$ cat src/design/bsrs_pkg.sv
// ----------------------------------------------------------------------------
// bsrs_pkg
// Shared types and constants for the bit stream run statistics block.
// ----------------------------------------------------------------------------
package bsrs_pkg;

    localparam int unsigned CW = 32;
    localparam int unsigned BIN_W = 7;
    localparam int unsigned WSZ_W = 7;

    typedef enum logic {
        MODE_PUSH = 1'b0,
        MODE_READ = 1'b1
    } t_mode;

    typedef struct packed {
        t_mode              mode;
        logic               bit_req;
        logic [BIN_W-1:0]   bin_index;
        logic               bin_kind;
    } t_cmd;

endpackage

$ cat src/design/bsrs_front.sv
// ----------------------------------------------------------------------------
// bsrs_front
// Input side: accept beats, unpack fields into commands, two-entry queue.
// ----------------------------------------------------------------------------
module bsrs_front (
    input  logic            i_clk,
    input  logic            i_rst_n,
    input  logic            i_valid,
    output logic            o_ready,
    input  logic [15:0]     i_data,
    input  logic            i_user,
    output logic            o_cmd_valid,
    output bsrs_pkg::t_cmd  o_cmd,
    input  logic            i_cmd_take
);
    import bsrs_pkg::*;

    t_cmd       r_q [2];
    logic [1:0] r_cnt;
    logic       r_rd;
    logic       w_push;
    logic       w_pop;
    t_cmd       w_in;

    assign w_in.mode      = t_mode'(i_user);
    assign w_in.bit_req   = i_data[0];
    assign w_in.bin_index = i_data[BIN_W:1];
    assign w_in.bin_kind  = i_data[BIN_W+1];

    assign o_ready     = (r_cnt != 2'd2);
    assign w_push      = i_valid && o_ready;
    assign o_cmd_valid = (r_cnt != 2'd0);
    assign w_pop       = o_cmd_valid && i_cmd_take;
    assign o_cmd       = r_q[r_rd];

    always_ff @(posedge i_clk) begin
        if (!i_rst_n) begin
            r_cnt <= 2'd0;
            r_rd  <= 1'b0;
        end else begin
            r_cnt <= r_cnt + {1'b0, w_push} - {1'b0, w_pop};
            if (w_pop) begin
                r_rd <= ~r_rd;
            end
        end
        if (w_push) begin
            r_q[r_rd ^ r_cnt[0]] <= w_in;
        end
    end
endmodule

$ cat config.mk
export PLATFORM = sky130hd
export DESIGN_NAME = bsrs_front
export DESIGN_NICKNAME = d
export VERILOG_FILES = /design/src/design/bsrs_pkg.sv /design/src/design/bsrs_front.sv
export SDC_FILE = /design/constraint.sdc
export NUM_CORES = 1
export LEC_CHECK = 0
export ABC_AREA = 1
export BUFFER_PORTS_ARGS = -buffer_cell sky130_fd_sc_hd__buf_2
export CAP_MARGIN = 10
export CORE_UTILIZATION = 51
export DETAILED_ROUTE_END_ITERATION = 6
export PLACE_DENSITY = 0.9
export SLEW_MARGIN = 20
export SYNTH_ARGS = -nofsm -noshare
export SYNTH_HDL_FRONTEND = slang
export SYNTH_SLANG_ARGS = --single-unit
export TNS_END_PERCENT = 1
$ cat constraint.sdc
create_clock -name i_clk -period 2.65 [get_ports i_clk]
set_input_delay 0.53 -clock i_clk [delete_from_list [all_inputs] [get_ports i_clk]]
set_output_delay 0.53 -clock i_clk [all_outputs]
set_load 0.05 [all_outputs]
; ---- After elaboration in Yosys (flattened, before gate mapping)
; Memory sizes are Yosys's and may differ from the RTL's. A register that Yosys moved wholly into a read port is not among the register bits.
; Index checks and enable logic that the tools add are counted.
[totals]
regBits = 3
mem_bits_rw = 20
inputBits = 21
output_inout_bits = 12
word_cells = 15
n_memories = 1
[memory_table]
columns = name, depth, width, read_ports, rd_clocked_by_memory_dff, write_ports, line_no
row1 = r_q, 2, 10, 1, 1, 1, bsrs_front.sv:18  ; t_cmd r_q [2];
[op_classes]
add_sub_neg = 2
n_eq_ne = 1
mux = 4
n_bitwise = 2
reduce_logical = 3
[ops]
columns = op, n
row1 = $mux W1, 4
row2 = $add A2 B1 Y2, 1
row3 = $logic_and A1 B1 Y1, 2
row4 = $ne A2 B2 Y1 const B, 1
row5 = $reduce_bool A2 Y1, 1
row6 = $sub A2 B1 Y2, 1
row7 = $not A1 Y1, 1
row8 = $xor A1 B1 Y1, 1

; ---- Longest topological paths before layout
; Gate-level depths: netlist of run 1.
[logic_depth]
depth_word = 4
depth_mapped = 11

; ---- Least setup slack after synthesis of run 1
; Ideal clock, no wire load.
[synth_timing]
path_type = reg2reg
from = reg r_cnt[0]
to = mem r_q[0][0] in the netlist's numbering (enable)
setup_time_ns = 0.377
t_arrival_ns = 1.420
required_ns = 2.273
slack_ns = 0.852
stages_incl_launch_ff = 5
n_path_buf = 0
period_less_slack_ns = 1.798
path_cell_list = dfxtp_1 -> inv_1 -> nand2_1 -> nand2_2 -> nor2b_1
[synth_via]
elab_chain_cells = 4
elab_cells_between_ends = 5
[synth_rtl]
columns = item, line_no
row1 = start: declaration, bsrs_front.sv:19  ; logic [1:0] r_cnt;
row2 = start signal: assignment, bsrs_front.sv:41  ; r_cnt <= r_cnt + {1'b0, w_push} - {1'b0, w_pop};
row3 = $ne A2 B2 Y1, bsrs_front.sv:30  ; assign o_ready = (r_cnt != 2'd2);
row4 = via o_ready, bsrs_front.sv:9  ; output logic o_ready,
row5 = $logic_and A1 B1 Y1, bsrs_front.sv:31  ; assign w_push = i_valid && o_ready;
row6 = $mux W1, bsrs_front.sv:46  ; if (w_push) begin
row7 = $mux W1 (not written as such), bsrs_front.sv:47  ; r_q[r_rd ^ r_cnt[0]] <= w_in;
row8 = end: declaration, bsrs_front.sv:18
; The timed path passes the listed nets, and every way through them passes these cells.

==> reports/results.txt, run 1 <==
Final Max Slew Viols -> 0
CTS tree -> yes
R2R cell count -> 4
Worst Hold Class -> in2reg
Vias in the first global route -> 497
CP Launch Type -> register
Maximum vdd drop -> 0.997 mV
Initial core utilization -> 55.8%
Syn Std Cell Area -> 985 sq um
Site Rows -> 15
Max-Cap Viols -> 0
First-pass GRT wire length -> 2.00 mm
I/O Pins -> 33
Max Root-Sink Buffers -> 2
Fillers -> 148
Deepest level of the CTS H-tree -> 1
Vias post-DR -> 565
CTS sink cnt -> 24
Commonest non-fill, non-tap cells in the layout -> buf_2, edfxtp_1, mux2_4
Area growth syn-to-layout -> 18.4%
Share of cells above drive strength 1 -> 44.6%
Most common cell after layout, fill and taps aside -> buf_2
Yosys reg bits -> 24
Total track usage -> 14.8%
DR vias/cell -> 4.83
Largest net degree at the start of global routing -> 14
Post-synthesis net count -> 87
Fin. Hold Viols -> 0
Final setup viols -> 0
Die span in y -> 45.9 um
Setup bufs post-CTS -> 0
Max FO, Critical Path -> 10
Skew final -> 0.00360 ns
Sequential Area -> 681 sq um
Synth cell types -> 14
Fin nets -> 116
Worst Setup Slack, final -> 0.519 ns
Wirelength per Cell -> 11.8 um
Relative slew slack -> 41.7%
Fin crit share -> 80.4%
Initial antenna violation count -> 0
Core Footprint -> 0.00176 sq mm
Max Freq -> 469 MHz
Port bufs -> 25
Dpl cell area -> 0.00113 sq mm
Cts repair resizes -> 0
Avg Cell Area, Syn -> 15.4 sq um
Status -> complete, no violations
Crit path time final -> 2.13 ns
Grt ovf -> 0
Ys Warns -> 0
Sequential fraction of the synthesis area -> 69.1%
Clk Latency, worst-skew pair -> 0.31 ns
Gpl congestion -> 0.656
Width of the die -> 45.9 um
Number of diodes -> 0
DRC Markers -> 0
Post-cts hold buffer count -> 0
TNS Setup -> 0 ns
Final ANT Viol Nets -> 0
Routed Wire Length -> 1.38 mm
Crit path kind -> reg2out
Final Cell Area -> 0.00117 sq mm
Multi-input logic area -> 267 sq um
CTS clk-pin slew, worst paths -> 0.12 ns
Cells after synthesis -> 64
CTS buffer count -> 3
Pleak -> 0.496 nW
Clock Root Buffer -> clkbuf_4
Drt pass-1 iters -> 3
Least-Margin Pin Slew -> 0.873 ns
Critical Path AT -> 1.60 ns
Pwr per Cell Area -> 1250 mW/mm^2
RSZ-0062 raised after global routing -> false
Post-DP HPWL -> 1.06 mm
Worst EP required -> 2.12 ns
Die Area -> 0.00211 sq mm
Post-placement worst setup slack -> 0.854 ns
CP Capture Type -> output pin
Initial DRC count -> 11
Hold Crit Depth -> 1
Yosys cell counts (all sizes together):
library cell / number / area [sq um]
edfxtp: 20 / 601
mux2: 10 / 150
nand2: 8 / 32.5
inv: 7 / 26.3
nor2: 7 / 28.8
dfxtp: 4 / 80.1
ha: 2 / 25.0
nand3: 2 / 10.0
a21oi: 1 / 5.00
buf: 1 / 11.3
nor2b: 1 / 6.26
xnor2: 1 / 8.76
worst max-delay path, cell delays in order (launching register included):
cell     delay [ns]
dfxtp_1        0.73
mux2_4         0.35
buf_2          0.21
power breakdown:
| group | total, W | switching (W) | leakage, nW | internal, W |
|---|---|---|---|---|
| combinational | 0.000669 | 0.000457 | 0.255 | 0.000212 |
| clock | 0.000186 | 0.000103 | 0.0210 | 0.0000839 |
| sequential | 0.000607 | 0.0000633 | 0.220 | 0.000543 |
| total | 0.00146 | 0.000623 | 0.496 | 0.000840 |
layer usage:
metal | GRT usage [%] | routed length [um] | part of all wire, % | vias to the layer above
li1 | - | - | - | 274
met3 | 2.38 | 71 | 5.1 | 4
met4 | 10.6 | 33 | 2.4 | 0
met5 | 0 | 0 | 0 | -
met2 | 27.0 | 748 | 54 | 19
met1 | 14.8 | 530 | 38 | 268
through the flow:
step	utilization [%]	instances	hold WS (ns)	power, W
5_1_grt	66.1	117	0.381	0.00154
6_report	66.1	117	0.399	0.00146
3_3_place_gp	64.0	113	0.540	0.00127
3_5_place_dp	64.0	113	0.554	0.00130
4_1_cts	66.1	117	0.390	0.00148
2_1_floorplan	-	64	0.512	0.00117
flip-flops by register name, indices dropped and copies added (netlist names), named ones only:
name and flops:
r_cnt 2, r_rd 1, r_q 20
cell families (layout without fill, tap and decap cells):
group / count (synthesis) / after routing / synth area share [%]
flip-flops: 24 / 24 / 69.1
AND/OR/NAND/NOR: 18 / 18 / 7.88
multiplexers: 10 / 10 / 15.2
adder cells (fa/ha/maj): 2 / 2 / 2.54
XOR/XNOR: 1 / 1 / 0.890
buffers and inverters: 8 / 36 / 3.81
AO/OA/AOI/OAI: 1 / 1 / 0.508
cell type report:
class,count,area share [%]
multi-input cells,32,22.9
flip-flops and latches,24,58.4
repair buffers,25,10.7
clock buffers,4,3.11
inverters,7,2.25
well taps,25,2.68
path summary, 6_finish.rpt:
kind / startpoint / endpoint / slack, ns
setup / recovery: register / o_cmd[8] / 0.52
hold reg to reg: r_rd$_SDFFE_PN0P_ / r_rd$_SDFFE_PN0P_ / 0.57
hold / removal: i_data[7] / r_q[0][7]$_DFFE_PP_ / 0.40
setup reg to reg: r_cnt[0]$_SDFF_PN0_ / r_q[0][1]$_DFFE_PP_ / 0.96
No activity file was read; power rests on OpenSTA's default activity.
==> run 2: changes to the inputs <==
Settings changed: CORE_UTILIZATION 51 to 43, PLACE_DENSITY 0.9 to 0.82.
Clock period 2.65 ns to 1.95 ns, I/O delays scaled along.
==> run 2 against run 1 <==
Against the previous run:
- register-to-register slack worse by 0.55 ns
- hold slack worse by 0.14 ns
- sequential cell count unchanged
- critical endpoint is now o_cmd[7]
- highest routed layer is now met3
- wire length up 0.51%
- largest power group unchanged
==> reports/results.txt, run 2 (synthesized netlist as in run 1, its figures left out) <==
Status -> complete, no violations (unchanged)
Core Footprint -> 0.00206 sq mm (was 0.00176 sq mm)
Post-DP HPWL -> 1.05 mm (was 1.06 mm)
Crit path time final -> 1.76 ns
Deepest level of the CTS H-tree -> 1 (unchanged)
Max Freq -> 568 MHz
Skew final -> 0.00337 ns (was 0.00360 ns)
Cts repair resizes -> 0 (unchanged)
CTS sink cnt -> 24 (unchanged)
DR vias/cell -> 4.66 (was 4.83)
Largest net degree at the start of global routing -> 15 (was 14)
RSZ-0062 raised after global routing -> false (unchanged)
Max Root-Sink Buffers -> 2 (unchanged)
Die span in y -> 49.9 um (was 45.9 um)
Final Max Slew Viols -> 0 (unchanged)
Max-Cap Viols -> 0 (unchanged)
Die Area -> 0.00249 sq mm (was 0.00211 sq mm)
Fin. Hold Viols -> 0 (unchanged)
Total track usage -> 13.0% (was 14.8%)
Slowest library cell on the worst path -> dfxtp_1 (unchanged)
Fin nets -> 119 (was 116)
Pleak -> 0.518 nW (was 0.496 nW)
Drt pass-1 iters -> 2 (was 3)
CP Cell Sequence -> buf_4 -> mux2_4 -> buf_2 (was mux2_4 -> buf_2)
Vias in the first global route -> 575 (was 497)
CP Launch Type -> register (unchanged)
Vias post-DR -> 569 (was 565)
Site Rows -> 16 (was 15)
CP Capture Type -> output pin (unchanged)
Number of diodes -> 0 (unchanged)
Number of flip-flops in the largest register -> 20 (unchanged)
Wirelength per Cell -> 11.4 um (was 11.8 um)
Pwr per Cell Area -> 1760 mW/mm^2 (was 1250 mW/mm^2)
CTS tree -> yes (unchanged)
DRC Markers -> 0 (unchanged)
Most common cell after layout, fill and taps aside -> buf_2 (unchanged)
Fin crit share -> 90.2%
Commonest non-fill, non-tap cells in the layout -> buf_2, edfxtp_1, mux2_4 (unchanged)
Final setup viols -> 0 (unchanged)
Worst EP required -> 1.56 ns (was 2.12 ns)
Clock Root Buffer -> clkbuf_4 (unchanged)
Setup bufs post-CTS -> 0 (unchanged)
Grt ovf -> 0 (unchanged)
Slowest stage delay, CP -> 0.33 ns (was 0.73 ns)
Final ANT Viol Nets -> 0 (unchanged)
Routed Wire Length -> 1.39 mm (was 1.38 mm)
Worst Hold Class -> in2reg (unchanged)
Relative slew slack -> 83.2% (was 41.7%)
CTS buffer count -> 3 (unchanged)
Maximum vdd drop -> 1.24 mV (was 0.997 mV)
First-pass GRT wire length -> 2.31 mm (was 2.00 mm)
I/O Pins -> 33 (unchanged)
Gpl congestion -> 0.652 (was 0.656)
Critical Path AT -> 1.37 ns (was 1.60 ns)
Post-cts hold buffer count -> 0 (unchanged)
Width of the die -> 49.9 um (was 45.9 um)
Least-Margin Pin Slew -> 0.253 ns (was 0.873 ns)
Tot Pwr -> 0.00212 W (was 0.00146 W)
Crit path kind -> reg2out (unchanged)
Initial antenna violation count -> 0 (unchanged)
Initial DRC count -> 3 (was 11)
TNS Setup -> 0 ns (unchanged)
Max FO, Critical Path -> 10 (unchanged)
Clk Latency, worst-skew pair -> 0.30 ns (was 0.31 ns)
CTS clk-pin slew, worst paths -> 0.12 ns (about the same)
Share of cells above drive strength 1 -> 46.3% (was 44.6%)
Port bufs -> 25 (unchanged)
Initial core utilization -> 47.8% (was 55.8%)
Area growth syn-to-layout -> 22.6% (was 18.4%)
[run 2: cell count changes in the layout (fill, tap and decap cells not counted)]
cell	change
bufinv_16	+1
clkbuf_8	-1
buf_4	+3
[run 2: metal layers]
metal  part of all wire (%)  track usage [%]  vias to the layer above  routed length (um)
met5                      0                0                        -                   0
met4                      0             7.14                        0                   0
met3                    4.7             2.78                        0                  66
met2                     55             24.8                       18                 770
met1                     40             12.7                      268                 553
li1                       -                -                      283                   -
[run 2: metrics by stage]
| step | hold WS [ns] | std cells | utilization, % | setup WS (ns) | instance area, sq um |
|---|---|---|---|---|---|
| floorplan | 0.483 | 64 | - | 0.152 | 985 |
| global placement | 0.541 | 118 | 56.0 | 0.477 | 1150 |
| detailed placement | 0.558 | 118 | 56.0 | 0.422 | 1150 |
| CTS | 0.251 | 122 | 58.6 | 0.169 | 1210 |
| global route | 0.236 | 122 | 58.6 | 0.117 | 1210 |
| finish | 0.263 | 122 | 58.6 | 0.190 | 1210 |
[run 2: path summary, 6_finish.rpt]
path	start	end	slack [ns]	depth (start not counted)
max	register	o_cmd[7]	0.19	3
min	i_data[8]	r_q[1][0]$_DFFE_PP_	0.26	1
max reg2reg	r_cnt[0]$_SDFF_PN0_	r_cnt[1]$_SDFF_PN0_	0.41	10
min reg2reg	r_rd$_SDFFE_PN0P_	r_rd$_SDFFE_PN0P_	0.59	2
[run 2: area by class of cell]
cell class	instances	area, sq um
Clock buffer	3	22.5
Clock inverter	1	30.0
Fill cell	178	855
Inverter	7	26.3
Multi-Input combinational cell	32	267
Sequential cell	24	681
Tap cell	27	33.8
Timing Repair Buffer	28	148
[run 2: worst max-delay path: cells and delay by family, from the launching register on]
kind | cells | cell delay, ns
flops | 1 | 0.33
buf+inv | 2 | 0.42
mux | 1 | 0.32
[run 2: where the power goes]
part           switching, W  total, W  internal [W]
clock              0.000138  0.000346      0.000208
combinational      0.000667  0.000988      0.000322
sequential        0.0000552  0.000790      0.000735
total              0.000860   0.00212       0.00126
